--- config.mk ---
export PLATFORM = sky130hd
export DESIGN_NAME = listing_hex_record_loader
export DESIGN_NICKNAME = d
export VERILOG_FILES = /design/src/rtl/lhrl_pkg.sv /design/src/rtl/lhrl_core.sv /design/src/rtl/listing_hex_record_loader.sv
export SDC_FILE = /design/constraint.sdc
export NUM_CORES = 1
export LEC_CHECK = 0
export ABC_AREA = 1
export BUFFER_PORTS_ARGS = -buffer_cell sky130_fd_sc_hd__clkbuf_2
export CORE_MARGIN = 5
export CORE_UTILIZATION = 55
export CTS_CLUSTER_SIZE = 25
export DETAILED_ROUTE_END_ITERATION = 8
export PLACE_DENSITY = 0.75
export SYNTH_ARGS = -nofsm -noshare
export SYNTH_HDL_FRONTEND = slang
export SYNTH_SLANG_ARGS = --single-unit
--- constraint.sdc ---
create_clock -name clk -period 9.8 [get_ports clk]
set_clock_uncertainty 0.2 [all_clocks]
set_input_delay 0.98 -clock clk [delete_from_list [all_inputs] [get_ports clk]]
set_output_delay 0.98 -clock clk [all_outputs]
set_load 0.005 [all_outputs]
--- src/rtl/lhrl_pkg.sv ---
`timescale 1ns / 1ps

package lhrl_pkg;

  // Request kinds carried on the input tuser field.
  localparam logic [1:0] REQ_CHAR = 2'd0;
  localparam logic [1:0] REQ_EOL  = 2'd1;
  localparam logic [1:0] REQ_LOAD = 2'd2;

  localparam int ADDR_DIGITS    = 6;   // 4 to 6
  localparam int BYTES_PER_LINE = 4;   // 1 to 4

  localparam int ADDR_W     = 24;
  localparam int DATA_W     = 8;
  localparam int COL_W      = 5;
  localparam int MIN_LINE   = 8;
  localparam int DATA_COL0  = 11;
  localparam int DATA_STEP  = 3;
  localparam int TAG_COL    = 6;

  localparam logic [COL_W-1:0]  COL_MAX   = 5'd31;
  localparam logic [COL_W-1:0]  ACCEPT_COL = COL_W'(MIN_LINE - 1);
  localparam logic [COL_W-1:0]  TAG_COLUMN = COL_W'(TAG_COL);
  localparam logic [7:0]        CHAR_NUL  = 8'h00;
  localparam logic [7:0]        CHAR_R    = 8'h72;
  localparam logic [ADDR_W-1:0] ADDR_MAX  = {ADDR_W{1'b1}};

  typedef struct packed {
    logic              write_valid;
    logic [ADDR_W-1:0] write_addr;
    logic [DATA_W-1:0] write_data;
    logic              first_found;
    logic [ADDR_W-1:0] first_addr;
    logic [ADDR_W-1:0] byte_count;
  } lhrl_res_t;

  // Returns {is_hex, value}.
  function automatic logic [4:0] hex_decode(input logic [7:0] c);
    logic [4:0] r;
    r = 5'd0;
    if (c >= 8'h30 && c <= 8'h39) begin
      r = {1'b1, 4'(c - 8'h30)};
    end else if (c >= 8'h41 && c <= 8'h46) begin
      r = {1'b1, 4'(c - 8'h37)};
    end else if (c >= 8'h61 && c <= 8'h66) begin
      r = {1'b1, 4'(c - 8'h57)};
    end
    return r;
  endfunction

endpackage

--- src/rtl/lhrl_core.sv ---
`timescale 1ns / 1ps

module lhrl_core #(
  parameter int ADDR_DIGITS    = lhrl_pkg::ADDR_DIGITS,
  parameter int BYTES_PER_LINE = lhrl_pkg::BYTES_PER_LINE
) (
  input  logic                clk,
  input  logic                rst,
  input  logic                step,
  input  logic [1:0]          req_type,
  input  logic [7:0]          char_code,
  output lhrl_pkg::lhrl_res_t res
);
  import lhrl_pkg::*;

  logic [COL_W-1:0]  column, column_next;
  logic              line_stopped, line_stopped_next;
  logic [ADDR_W-1:0] address_accum, address_accum_next;
  logic              address_ok, address_ok_next;
  logic              line_accepted, line_accepted_next;
  logic [ADDR_W-1:0] next_write_addr, next_write_addr_next;
  logic [3:0]        high_nibble, high_nibble_next;
  logic              high_nibble_ok, high_nibble_ok_next;
  logic [ADDR_W-1:0] first_addr_reg, first_addr_reg_next;
  logic              first_found_reg, first_found_reg_next;
  logic [ADDR_W-1:0] byte_count_reg, byte_count_reg_next;

  logic [4:0] hex;
  logic       is_hex;
  logic       hi_col, lo_col;

  assign hex    = hex_decode(char_code);
  assign is_hex = hex[4];

  // Each data byte sits at two fixed columns; compare against all of them.
  always_comb begin
    hi_col = 1'b0;
    lo_col = 1'b0;
    for (int s = 0; s < BYTES_PER_LINE; s++) begin
      if (column == COL_W'(DATA_COL0 + DATA_STEP * s))     hi_col = 1'b1;
      if (column == COL_W'(DATA_COL0 + DATA_STEP * s + 1)) lo_col = 1'b1;
    end
  end

  always_comb begin
    column_next          = column;
    line_stopped_next    = line_stopped;
    address_accum_next   = address_accum;
    address_ok_next      = address_ok;
    line_accepted_next   = line_accepted;
    next_write_addr_next = next_write_addr;
    high_nibble_next     = high_nibble;
    high_nibble_ok_next  = high_nibble_ok;
    first_addr_reg_next  = first_addr_reg;
    first_found_reg_next = first_found_reg;
    byte_count_reg_next  = byte_count_reg;
    res.write_valid      = 1'b0;
    res.write_addr       = '0;
    res.write_data       = '0;

    case (req_type)
      REQ_EOL, REQ_LOAD: begin
        column_next         = '0;
        line_stopped_next   = 1'b0;
        address_accum_next  = '0;
        address_ok_next     = 1'b1;
        line_accepted_next  = 1'b0;
        high_nibble_next    = '0;
        high_nibble_ok_next = 1'b0;
        if (req_type == REQ_LOAD) begin
          first_addr_reg_next  = '0;
          first_found_reg_next = 1'b0;
          byte_count_reg_next  = '0;
        end
      end
      REQ_CHAR: begin
        if (!line_stopped) begin
          if (char_code == CHAR_NUL) begin
            line_stopped_next = 1'b1;
          end else begin
            if (column < COL_W'(ADDR_DIGITS)) begin
              if (!is_hex) begin
                address_ok_next = 1'b0;
              end else begin
                address_accum_next = {address_accum[ADDR_W-5:0], hex[3:0]};
              end
            end
            if (column == TAG_COLUMN && char_code == CHAR_R) begin
              address_ok_next = 1'b0;
            end
            // Digits before the accept column are all in, so the address is final here.
            if (column == ACCEPT_COL && address_ok) begin
              line_accepted_next   = 1'b1;
              next_write_addr_next = address_accum;
              if (!first_found_reg) begin
                first_found_reg_next = 1'b1;
                first_addr_reg_next  = address_accum;
              end
            end
            if (line_accepted && hi_col) begin
              high_nibble_ok_next = is_hex;
              high_nibble_next    = is_hex ? hex[3:0] : 4'd0;
            end
            if (line_accepted && lo_col) begin
              if (high_nibble_ok && is_hex) begin
                res.write_valid      = 1'b1;
                res.write_addr       = next_write_addr;
                res.write_data       = {high_nibble, hex[3:0]};
                next_write_addr_next = next_write_addr + ADDR_W'(1);
                if (byte_count_reg != ADDR_MAX) begin
                  byte_count_reg_next = byte_count_reg + ADDR_W'(1);
                end
              end
              high_nibble_ok_next = 1'b0;
            end
            if (column != COL_MAX) column_next = column + COL_W'(1);
          end
        end
      end
      default: ;
    endcase

    res.first_found = first_found_reg_next;
    res.first_addr  = first_addr_reg_next;
    res.byte_count  = byte_count_reg_next;
  end

  always_ff @(posedge clk) begin
    if (rst) begin
      column          <= '0;
      line_stopped    <= 1'b0;
      address_accum   <= '0;
      address_ok      <= 1'b1;
      line_accepted   <= 1'b0;
      next_write_addr <= '0;
      high_nibble     <= '0;
      high_nibble_ok  <= 1'b0;
      first_addr_reg  <= '0;
      first_found_reg <= 1'b0;
      byte_count_reg  <= '0;
    end else if (step) begin
      column          <= column_next;
      line_stopped    <= line_stopped_next;
      address_accum   <= address_accum_next;
      address_ok      <= address_ok_next;
      line_accepted   <= line_accepted_next;
      next_write_addr <= next_write_addr_next;
      high_nibble     <= high_nibble_next;
      high_nibble_ok  <= high_nibble_ok_next;
      first_addr_reg  <= first_addr_reg_next;
      first_found_reg <= first_found_reg_next;
      byte_count_reg  <= byte_count_reg_next;
    end
  end

endmodule

--- src/rtl/listing_hex_record_loader.sv ---
`timescale 1ns / 1ps

// Loads memory bytes from an assembler listing fed one character per request.
// Input channel (s_*): s_tuser gives the request kind (character, end of line,
// start of load), s_tdata the character code. Output channel (m_*): exactly
// one result per request, with a write strobe in m_tuser and the write
// address, data byte, first-line bookmark and saturating byte count in m_tdata.
// A request is registered on acceptance, and its result is registered when
// the request advances into the core, which waits while the output register
// still holds an untaken result. One request per cycle is sustained while
// m_tready stays high; the parser state is a single set of registers
// updated once per request between the two pipeline registers.
// Reset clears the line state, bookmark, byte count and both valid flags; the
// write address counter returns to zero. When the receiver holds m_tready low
// the result register keeps its value, the input register takes at most one
// more request, and then s_tready stays low until the result is taken.
// Start of load clears bookmark and count and also begins a new line.
module listing_hex_record_loader #(
  parameter int ADDR_DIGITS    = lhrl_pkg::ADDR_DIGITS,
  parameter int BYTES_PER_LINE = lhrl_pkg::BYTES_PER_LINE
) (
  input  logic        clk,
  input  logic        rst,
  input  logic        s_tvalid,
  output logic        s_tready,
  input  logic [7:0]  s_tdata,   // [7:0] char_code
  input  logic [1:0]  s_tuser,   // [1:0] req_type
  output logic        m_tvalid,
  input  logic        m_tready,
  output logic [87:0] m_tdata,   // [23:0] write_addr, [31:24] write_data,
                                 // [32] first_found, [56:33] first_addr,
                                 // [80:57] byte_count, [87:81] zero
  output logic [0:0]  m_tuser    // [0] write_valid
);
  import lhrl_pkg::*;

  logic       in_vld;
  logic [1:0] in_req;
  logic [7:0] in_char;
  logic       advance;
  lhrl_res_t  res;
  lhrl_res_t  out_res;

  assign advance  = in_vld && (!m_tvalid || m_tready);
  assign s_tready = !in_vld || advance;

  always_ff @(posedge clk) begin
    if (rst) begin
      in_vld <= 1'b0;
    end else if (s_tready) begin
      in_vld <= s_tvalid;
    end
  end

  always_ff @(posedge clk) begin
    if (s_tready && s_tvalid) begin
      in_req  <= s_tuser;
      in_char <= s_tdata;
    end
  end

  lhrl_core #(
    .ADDR_DIGITS    (ADDR_DIGITS),
    .BYTES_PER_LINE (BYTES_PER_LINE)
  ) u_core (
    .clk       (clk),
    .rst       (rst),
    .step      (advance),
    .req_type  (in_req),
    .char_code (in_char),
    .res       (res)
  );

  always_ff @(posedge clk) begin
    if (rst) begin
      m_tvalid <= 1'b0;
    end else if (advance) begin
      m_tvalid <= 1'b1;
    end else if (m_tready) begin
      m_tvalid <= 1'b0;
    end
  end

  always_ff @(posedge clk) begin
    if (advance) begin
      out_res <= res;
    end
  end

  assign m_tuser = out_res.write_valid;
  assign m_tdata = {7'd0, out_res.byte_count, out_res.first_addr, out_res.first_found,
                    out_res.write_data, out_res.write_addr};

  // A write can only come from an accepted line, which sets the bookmark.
  a_write_has_bookmark: assert property (@(posedge clk) disable iff (rst)
    m_tvalid && out_res.write_valid |-> out_res.first_found)
    else $error("write offered without a bookmarked line");

  a_write_counted: assert property (@(posedge clk) disable iff (rst)
    m_tvalid && out_res.write_valid |-> out_res.byte_count != '0)
    else $error("write offered with a zero byte count");

  a_bookmark_clear: assert property (@(posedge clk) disable iff (rst)
    m_tvalid && !out_res.first_found |-> out_res.first_addr == '0)
    else $error("bookmark address set without a bookmarked line");

  a_stall_backs_up: assert property (@(posedge clk) disable iff (rst)
    !s_tready |-> in_vld && m_tvalid && !m_tready)
    else $error("input stalled while the pipeline can move");

endmodule

==> out/metrics.yaml, run 1 <==
outcome:
  status: "complete, no violations"
sta:
  tightest_slew_ns: 1.05
  period_needed_ns: 4.48
  relSlewSlack_pct: 29.5
  whs_ns: 0.255
  layout_setup_ws_ns: 5.32
  max_freq_ghz: 0.223
  setup_violations: 0
  finalHoldViolCount: 0
  tns_ns: 0
  timing.final.crit_share_pct: 45.7
  grt_setup_unrepaired: "false"
  drv_slew: 0
cts:
  cts_buffer_depth: 3
  cts_tree: "built"
  clock-sinks: 204
  clockRootBuffer: "clkbuf_16"
  htreeDepth: 1
  postCtsSetupBuffers: 0
  hold_buffers: 0
  cts_made_buffers: 22
  path_clk_slew_ns: 0.06
  cts_resized: 0
  insertion_delay_ns: 0.52
grt:
  use_met2_pct: 35.0
  track_usage_pct: 23.0
  grt_antenna_before_repair: 0
  grt_overflow: 0
  met1_usage_pct: 34.8
  busiest_layer: "met2"
  grt_pass1_wl_mm: 42.5
  grt_max_degree: 78
  grt_pass1_vias: 8498
  gr-usage-met3_pct: 2.97
critical_path:
  cpLargestDelayFamily: "simple AND/OR/NAND/NOR gates"
  crit_path_frequent_cell: "nand2_1"
  worstPathRequired_ns: 9.86
  crit_arrival_ns: 4.54
  endpoint_kind: "flip-flop"
  cpPeakStageDelay_ns: 0.86
  path_buf_inv: 2
  worstPathCellList: "ha_1 > nand4_1 > inv_1 > nand2_1 > nor2_4 > o21ai_2 > nor2_2 > nand2_1 > nand2_1 > inv_1"
  startpoint_type: "flip-flop"
  cpMaxStageDelayCell: "inv_1"
  crit_path_max_fanout: 29
  path_class: "flip-flop to flip-flop"
floorplan:
  fp-row-count: 51
  initial_core_util_pct: 55.6
  die_w_um: 150
  die_area_um2: 22400
  ios: 105
  die_height_um: 150
  core_region_area_um2: 19300
final_layout:
  final_nets: 1467
  final_cells: 1719
  drive_above_1_share_pct: 14.3
  diodes: 0
  layout_common_cells: "nand2_1, inv_1, nand3_1"
  largest_register_ffs: 81
  final_common_cell: "nand2_1"
  nFillCells: 1753
  stdcell_area_um2: 11900
  synthToLayoutAreaGrowth_pct: 10.9
detailed_routing:
  first_pass_iters: 6
  wl_per_cell_um: 15.2
  drc: 0
  dr.first_iter.drc_count: 869
  routed_via_density: 5.48
  wl_mm: 26.2
  detail-route-antenna-nets: 0
  vias: 9425
placed_design:
  dp_cells: 1679
  place_congestion: 0.921
  post-dp-hpwl_mm: 17.2
  dpl_cell_area_um2: 11200
  io_buffer_count: 97
  pre_cts_ws_ns: 5.38
yosys:
  yosys_register_bits: 204
  synth_area_um2: 10800
  synthDistinctLibCells: 46
  synth_cells: 1379
  syn_area_per_cell_um2: 7.80
  seq_area_frac_synth_pct: 46.6
  synth_edf_count: 92
  ys.flop_type: "dfxtp_1"
  async_flop_share_pct: 0
  yosys_warnings: 0
hold_path:
  hold_path_class: "flip-flop to flip-flop"
power:
  ir_drop_mv: 0.132
  power_density_nw_per_um2: 162
  cellLeakagePower_nw: 5.16
flow_run:
  maxCapViolCount: 0
==> worst paths after layout <==
kind                                      startpoint                            endpoint  slack, ns  depth (start not counted)
hold / removal    u_core.high_nibble[1]$_SDFFE_PP0P_  u_core.high_nibble[1]$_SDFFE_PP0P_       0.26                          2
setup reg to reg       u_core.column[1]$_SDFFE_PP0P_               m_tdata[41]$_DFFE_PP_       5.32                         10
hold reg to reg   u_core.high_nibble[1]$_SDFFE_PP0P_  u_core.high_nibble[1]$_SDFFE_PP0P_       0.26                          2
setup / recovery       u_core.column[1]$_SDFFE_PP0P_               m_tdata[41]$_DFFE_PP_       5.32                         10
==> cells in the mapped netlist, types with 4 or more instances <==
library cell	n	area, µm²
buf_1	5	18.8
a31o_2	20	175
inv_2	9	33.8
nand3_1	118	591
a22oi_1	21	158
clkbuf_1	32	120
nor2_1	116	435
nor2_4	16	180
o211ai_1	19	143
a211oi_1	15	113
dfxtp_1	112	2240
o21ai_0	100	500
edfxtp_1	92	2760
ha_1	15	188
nand2_1	283	1060
a21oi_1	95	475
xor2_1	7	61.3
buf_2	18	90.1
buf_4	10	75.1
nor3_1	10	50.1
nor2_2	7	43.8
buf_6	7	78.8
nand3b_1	4	30.0
nand4_1	4	25.0
inv_1	208	781
==> cells by family (layout without fill, tap and decap cells) <==
family / after synthesis / in the layout / share of synthesized area (%)
buffers and inverters: 293 / 362 / 11.5
and+or+nand+nor: 574 / 574 / 24.0
DFF: 204 / 204 / 46.6
adders and majority gates: 15 / 15 / 1.75
AOI/OAI and AO/OA: 284 / 284 / 15.6
xor gates and xnor gates: 8 / 8 / 0.652
other: 1 / 7 / 0.0349
==> worst register-to-register path: cells and delay by family (launching register included) <==
kind                     cells  cell delay [ns]
adder cells (fa/ha/maj)      1             0.24
AO/OA/AOI/OAI                1             0.16
AND/OR/NAND/NOR              6             2.31
flip-flops                   1             0.40
buffers and inverters        2             0.92
==> routing by layer <==
layer / share of wire, % / wire (µm)
met4: 1.6 / 429
met5: 0 / 0
met1: 47 / 12200
met3: 7.9 / 2070
met2: 44 / 11500
==> report_power, final <==
group          switching (mW)  leakage [nW]  internal, mW
logic                   0.117          3.02        0.0557
clock network           0.331         0.342         0.469
registers              0.0259          1.80         0.935
total                   0.474          5.16          1.46
==> area by class of cell <==
type                       count  area (µm²)  share of cell area (%)
timing repair buffer         102         523                    4.39
clock inverter                 3        15.0                   0.126
sequential                   204        5000                    42.0
multi-input combinational    888        4540                    38.1
clock buffer                  37         678                    5.69
tap                          265         332                    2.78
inverter                     220         831                    6.97
==> stage by stage <==
stage / utilization (%) / total power [mW]
5_1_grt: 61.7 / 2.01
3_5_place_dp: 58.1 / 1.15
6_report: 61.7 / 1.93
3_3_place_gp: 58.1 / 1.14
2_1_floorplan: - / 1.10
4_1_cts: 61.7 / 1.94
No activity file was read; power rests on OpenSTA's default activity.
==> inputs of run 2 (changes only) <==
==> constraint.sdc (replaced) <==
create_clock -name clk -period 4.25 [get_ports clk]
set_clock_uncertainty 0.2 [all_clocks]
set_input_delay 0.425 -clock clk [delete_from_list [all_inputs] [get_ports clk]]
set_output_delay 0.425 -clock clk [all_outputs]
set_load 0.005 [all_outputs]
==> out/metrics.yaml, run 2 (synthesis results as in run 1) <==
sta:
  tns_ns: 0  # unchanged
  finalHoldViolCount: 0  # unchanged
  max_freq_ghz: 0.321
  grt_setup_unrepaired: "false"
  timing.final.crit_share_pct: 73.3
  setup_violations: 0  # unchanged
  tightest_slew_ns: 1.23  # +0.172 ns
  period_needed_ns: 3.11
  drv_slew: 0  # unchanged
  relSlewSlack_pct: 18.2  # -11 points
power:
  power_density_nw_per_um2: 365  # +120%
  clkPwrFrac_pct: 40.4  # -1.0 points
  ir_drop_mv: 0.325  # +150%
  switching_share_pct: 25.0  # +0.52 points
  power.net_switching_mw: 1.10  # +130%
  p_seq_share_pct: 50.3  # +0.6 points
  pwr-share-comb_pct: 9.2  # +0.2 points
  p_int_mw: 3.30  # +130%
  cellLeakagePower_nw: 5.23  # +1.4%
  fin_total_pwr_mw: 4.40  # +130%
grt:
  grt_pass1_vias: 8221  # -3.3%
  grt_antenna_before_repair: 0  # unchanged
  grt_pass1_wl_mm: 41.5  # -2.4%
  track_usage_pct: 22.5  # -0.52 points
  grt_max_degree: 116  # +49%
  grt_overflow: 0  # unchanged
placed_design:
  dpl_cell_area_um2: 11300  # +0.47%
  post-dp-hpwl_mm: 16.8  # -2.4%
  dp_cells: 1686  # +0.42%
  io_buffer_count: 97  # unchanged
  place_congestion: 0.930  # +0.99%
critical_path:
  endpoint_kind: "flip-flop"
  endpoint: "u_core.first_addr_reg[4]$_SDFFE_PP0P_"
  startpoint_type: "input pin"
  crit_path_max_fanout: 115  # +300%
  rrSetupSlack_ns: 1.30  # -4.02 ns
  path_class: "input pin to flip-flop"
  reg2reg_from: "u_core.column[0]$_SDFFE_PP0P_"
  worstPathRequired_ns: 4.48  # -5.38 ns
  crit_start: "m_tready"
  timing.rr.end: "u_core.next_write_addr[4]$_SDFFE_PP0P_"
  worstRegToRegCells: 13  # +3
  crit_arrival_ns: 3.34  # -1.20 ns
cts:
  htreeDepth: 1  # unchanged
  postCtsSetupBuffers: 0  # unchanged
  cts_made_buffers: 22  # unchanged
  clockRootBuffer: "clkbuf_16"
  path_clk_slew_ns: 0.06  # about the same
  cts_resized: 0  # unchanged
  insertion_delay_ns: 0.51  # about the same
  cts_buffer_depth: 3  # unchanged
  clock-sinks: 204  # unchanged
  hold_buffers: 12  # +12
  cts_tree: "built"
final_layout:
  diodes: 0  # unchanged
  regArea_um2: 5000  # unchanged
  final_util_pct: 62.4  # +0.78 points
  layout_common_cells: "nand2_1, inv_1, nand3_1"
  drive_above_1_share_pct: 14.6  # +0.29 points
  final_common_cell: "nand2_1"
  multiInputGateArea_um2: 4540  # unchanged
  final_nets: 1486  # +1.3%
  largest_register_ffs: 81  # unchanged
  final_cells: 1738  # +1.1%
  synthToLayoutAreaGrowth_pct: 12.3
  nFillCells: 1697  # -3.2%
  stdcell_area_um2: 12100  # +1.3%
detailed_routing:
  first_pass_iters: 6  # unchanged
  wl_per_cell_um: 14.7  # -3.4%
  wl_mm: 25.6  # -2.3%
  routed_via_density: 5.36  # -2.3%
  vias: 9312  # -1.2%
  detail-route-antenna-nets: 0  # unchanged
  dr.first_iter.drc_count: 955  # +9.9%
  drc: 0  # unchanged
floorplan:
  initial_core_util_pct: 55.6  # unchanged
  die_area_um2: 22400  # unchanged
  core_region_area_um2: 19300  # unchanged
  die_height_um: 150  # unchanged
  fp-row-count: 51  # unchanged
  ios: 105  # unchanged
  die_w_um: 150  # unchanged
hold_path:
  hold_path_class: "input pin to flip-flop"
outcome:
  status: "complete, no violations"
flow_run:
  maxCapViolCount: 0  # unchanged
[run 2: cell type report]
class | instances | area share, %
repair buffers | 121 | 5.76
multi-input cells | 888 | 37.6
flip-flops and latches | 204 | 41.5
clock buffers | 29 | 5.03
well taps | 265 | 2.75
clock inverters | 11 | 0.529
inverters | 220 | 6.88
[run 2: stage by stage]
stage	worst slack, ns	hold WS [ns]
3_3_place_gp	1.28	0.250
2_1_floorplan	0.129	0.230
6_report	1.14	0.179
3_5_place_dp	1.19	0.250
5_1_grt	0.843	0.194
4_1_cts	1.19	0.154
[run 2: per-layer routing]
layer / up-vias / part of all wire (%) / global-route usage, %
li1: 4680 / - / -
met1: 4278 / 47 / 33.7
met2: 320 / 45 / 34.7
met3: 34 / 6.6 / 3.18
met4: 0 / 1.9 / 5.17
met5: - / 0 / 0
[run 2: how the worst min path moves through the flow]
stage,startpoint,endpoint,depth (start not counted)
global placement,u_core.high_nibble[1]$_SDFFE_PP0P_,u_core.high_nibble[1]$_SDFFE_PP0P_,2
detailed placement,u_core.high_nibble[1]$_SDFFE_PP0P_,u_core.high_nibble[1]$_SDFFE_PP0P_,2
CTS,rst,u_core.next_write_addr[19]$_SDFFE_PP0P_,4
floorplan,u_core.high_nibble[0]$_SDFFE_PP0P_,u_core.high_nibble[0]$_SDFFE_PP0P_,2
global route,rst,u_core.next_write_addr[19]$_SDFFE_PP0P_,4
finish,rst,u_core.next_write_addr[19]$_SDFFE_PP0P_,4
[run 2: critical path, cell delays in order]
cell and delay (ns):
dlygate4sd3_1 0.53, clkbuf_2 0.10, inv_1 0.04, nand2_1 0.07, nand2_1 0.18, inv_4 0.46, buf_4 0.94, o21ai_0 0.25
a21oi_1 0.19
[run 2: power groups by stage]
stage	Combinational, mW	Sequential [mW]	Clock [mW]
6_report	0.406	2.22	1.78
5_1_grt	0.461	2.22	1.90
4_1_cts	0.406	2.21	1.81
3_5_place_dp	0.396	2.25	0
3_3_place_gp	0.384	2.25	0
2_1_floorplan	0.285	2.25	0
==> inputs of run 3 (changes only) <==
--- a/config.mk
+++ b/config.mk
@@ -5,13 +5,13 @@
 export SDC_FILE = /design/constraint.sdc
 export NUM_CORES = 1
 export LEC_CHECK = 0
-export ABC_AREA = 1
+export ABC_AREA = 0
 export BUFFER_PORTS_ARGS = -buffer_cell sky130_fd_sc_hd__clkbuf_2
 export CORE_MARGIN = 5
-export CORE_UTILIZATION = 55
+export CORE_UTILIZATION = 53
 export CTS_CLUSTER_SIZE = 25
 export DETAILED_ROUTE_END_ITERATION = 8
-export PLACE_DENSITY = 0.75
+export PLACE_DENSITY = 0.76
 export SYNTH_ARGS = -nofsm -noshare
 export SYNTH_HDL_FRONTEND = slang
 export SYNTH_SLANG_ARGS = --single-unit
==> constraint.sdc (replaced) <==
create_clock -name clk -period 2.7 [get_ports clk]
set_clock_uncertainty 0.2 [all_clocks]
set_input_delay 0.27 -clock clk [delete_from_list [all_inputs] [get_ports clk]]
set_output_delay 0.27 -clock clk [all_outputs]
set_load 0.005 [all_outputs]
==> out/metrics.yaml, run 3 <==
detailed_routing:
  drc: 0  # unchanged
  wl_per_cell_um: 20.1  # +36%
  routed_via_density: 6.37  # +19%
  dr.first_iter.drc_count: 1435  # +50%
  first_pass_iters: 5  # -1
  wl_mm: 30.0  # +17%
  detail-route-antenna-nets: 0  # unchanged
  vias: 9526  # +2.3%
grt:
  grt_antenna_before_repair: 0  # unchanged
  grt_overflow: 0  # unchanged
  grt_max_degree: 44  # -62%
  grt_pass1_vias: 8775  # +6.7%
  track_usage_pct: 26.0  # +3.5 points
  grt_pass1_wl_mm: 46.4  # +12%
yosys:
  seq_area_frac_synth_pct: 50.8  # +4.2 points
  synth_fa_ha_area_share_pct: 1.90  # +0.16 points
  synth_top_family_by_area: "simple AND/OR/NAND/NOR gates"
  synth_cells: 1024  # -26%
  yosysTopAreaCellShare_pct: 28.0  # +2.3 points
  synth-compound-area-share_pct: 20.0  # +4.4 points
  async_flop_share_pct: 0  # unchanged
  synthMuxAreaShare_pct: 1.23  # +1.2 points
  yosys_warnings: 0  # unchanged
  yosys_register_bits: 204  # unchanged
  synth-simple-area-share_pct: 21.9  # -2.1 points
  ys.flop_type: "dfxtp_1"
  synth.area.top_cells: "edfxtp_1, dfxtp_1, nand2_1"
  synth_xor_area_share_pct: 0.178  # -0.47 points
  syn_area_per_cell_um2: 9.63  # +24%
  ys_top_cells_by_count: "dfxtp_1, nand2_1, edfxtp_1"
  synth_edf_count: 92  # unchanged
  yosysTopAreaCell: "edfxtp_1"
  synth_area_um2: 9860  # -8.3%
  synthDistinctLibCells: 72  # +57%
critical_path:
  rrSetupSlack_ns: -0.20  # -1.50 ns
  worstPathCellList: "inv_2 > ha_4 > o21bai_4 > a2111o_1 > a221oi_4 > buf_6 > nand3_2 > or4_4 > a311oi_2"
  worstRegToRegCells: 9  # -4
  cpPeakStageDelay_ns: 0.49  # -0.45 ns
  cpLargestDelayFamily: "compound AO/OA/AOI/OAI gates"
  crit_arrival_ns: 3.12  # -0.22 ns
  worstPathRequired_ns: 2.92  # -1.56 ns
  timing.rr.end: "u_core.byte_count_reg[10]$_SDFFE_PP0P_"
  path_class: "flip-flop to flip-flop"
  path_buf_inv: 2  # -3
  crit_path_max_fanout: 4  # -97%
  endpoint_kind: "flip-flop"
  reg2reg_from: "in_char[0]$_DFFE_PP_"
  crit_start: "in_char[0]$_DFFE_PP_"
  cpMaxStageDelayCell: "a2111o_1"
  startpoint_type: "flip-flop"
floorplan:
  ios: 105  # unchanged
  core_region_area_um2: 18100  # -6.1%
  initial_core_util_pct: 54.3  # -1.3 points
  die_w_um: 146  # -2.3%
  die_area_um2: 21400  # -4.5%
  fp-row-count: 49  # -3.9%
  die_height_um: 146  # -2.3%
sta:
  relSlewSlack_pct: 53.4  # +35 points
  tightest_slew_ns: 0.699  # -0.527 ns
  period_needed_ns: 2.90
  timing.final.crit_share_pct: 107
  tns_ns: -6.70  # -6.70 ns
  layout_setup_ws_ns: -0.198  # -1.33 ns
  drv_slew: 0  # unchanged
  grt_setup_unrepaired: "true"
  finalHoldViolCount: 0  # unchanged
  setup_violations: 99  # +99
  max_freq_ghz: 0.345
final_layout:
  final_nets: 1279  # -14%
  drive_above_1_share_pct: 31.1  # +17 points
  stdcell_area_um2: 13300  # +9.8%
  final_util_pct: 73.0  # +11 points
  final_common_cell: "buf_4"
  diodes: 0  # unchanged
  layout_common_cells: "buf_4, nand2_1, dfxtp_1"
  synthToLayoutAreaGrowth_pct: 34.4
  largest_register_ffs: 81  # unchanged
  nFillCells: 1243  # -27%
power:
  switching_share_pct: 23.3  # -1.7 points
  pwr-share-comb_pct: 7.2  # -2.0 points
  ir_drop_mv: 0.522  # +61%
  clkPwrFrac_pct: 42.7  # +2.3 points
  p_seq_share_pct: 50.0  # -0.3 points
  cellLeakagePower_nw: 4.73  # -9.6%
  power.net_switching_mw: 1.55  # +40%
  fin_total_pwr_mw: 6.63  # +51%
  power_density_nw_per_um2: 500  # +37%
  p_int_mw: 5.08  # +54%
placed_design:
  place_congestion: 0.925  # -0.53%
  io_buffer_count: 97  # unchanged
  post-dp-hpwl_mm: 19.8  # +18%
  dpl_cell_area_um2: 11500  # +1.9%
  pre_cts_ws_ns: -0.226  # -1.41 ns
cts:
  cts_made_buffers: 22  # unchanged
  insertion_delay_ns: 0.52  # about the same
  clockRootBuffer: "clkbuf_16"
  path_clk_slew_ns: 0.06  # about the same
  htreeDepth: 1  # unchanged
  cts_buffer_depth: 3  # unchanged
  cts_tree: "built"
  clock-sinks: 204  # unchanged
hold_path:
  worstHoldPathCells: 2  # -2
  min_to: "u_core.first_addr_reg[20]$_SDFFE_PP0P_"
  min_from: "u_core.first_addr_reg[20]$_SDFFE_PP0P_"
  hold_path_class: "flip-flop to flip-flop"
outcome:
  violations: "negative setup slack"
  status: "finished with violations"
flow_run:
  maxCapViolCount: 0  # unchanged
## run 3: cell types whose count changed in the layout (fill, tap and decap cells not counted), moves of 48 or more
cell     delta
a21oi_1    -48
buf_4     +111
inv_1     -186
nand2_1   -171
nand3_1    -80
o21ai_0    -89
## run 3: kinds of logic after synthesis
group,Yosys count
AND/OR/NAND/NOR,425
AO/OA/AOI/OAI,267
flip-flops,204
buffers and inverters,98
adder cells (fa/ha/maj),15
multiplexers,12
XOR/XNOR,2
other,1
## run 3: metrics by stage
| step | cells | hold slack [ns] |
|---|---|---|
| detailed placement | 1409 | 0.249 |
| finish | 1495 | 0.281 |
| CTS | 1477 | 0.266 |
| global route | 1495 | 0.276 |
| global placement | 1409 | 0.247 |
| floorplan | 1030 | 0.169 |
## run 3: worst max path at each step
stage / endpoint / slack (ns) / cells after the start
detailed placement: m_tdata[74]$_DFFE_PP_ / -0.23 / 9
finish: u_core.byte_count_reg[10]$_SDFFE_PP0P_ / -0.20 / 9
floorplan: m_tdata[66]$_DFFE_PP_ / -0.18 / 9
CTS: u_core.byte_count_reg[5]$_SDFFE_PP0P_ / -0.21 / 9
global route: u_core.byte_count_reg[10]$_SDFFE_PP0P_ / -0.28 / 9
global placement: u_core.byte_count_reg[10]$_SDFFE_PP0P_ / -0.17 / 9
## run 3: cell type report
class                   instances  area [µm²]  share of cell area [%]
flip-flops and latches        204        5000                    37.8
repair buffers                269        2050                    15.5
clock buffers                  34         636                    4.80
multi-input cells             728        5140                    38.7
clock inverters                 6        38.8                   0.293
well taps                     229         287                    2.16
inverters                      25         101                   0.765
## run 3: repair_timing
action	CTS	global route
hold buffers	14	0
setup buffers	12	15
setup endpoints to repair	82	143
gates resized for setup	52	97
cloned	3	5
hold endpoints to repair	15	0
pin swaps	30	62
## run 3: worst min-delay path, stage by stage (launching register included)
cell	delay [ns]
dfxtp_1	0.31
nand2_1	0.06
o32ai_1	0.06
## run 3: power by group through the flow
| stage | sequential, mW | clock [mW] | combinational [mW] |
|---|---|---|---|
| 2_1_floorplan | 3.39 | 0 | 0.206 |
| 3_3_place_gp | 3.38 | 0 | 0.412 |
| 3_5_place_dp | 3.38 | 0 | 0.418 |
| 4_1_cts | 3.32 | 2.86 | 0.444 |
| 5_1_grt | 3.32 | 3.01 | 0.513 |
| 6_report | 3.32 | 2.83 | 0.479 |
## run 3: metal layers
layer	vias up	track usage, %	part of all wire, %
li1	4363	-	-
met1	4565	38.4	43
met2	532	39.7	45
met3	66	4.77	9.9
met4	0	6.59	2.1
met5	-	0	0
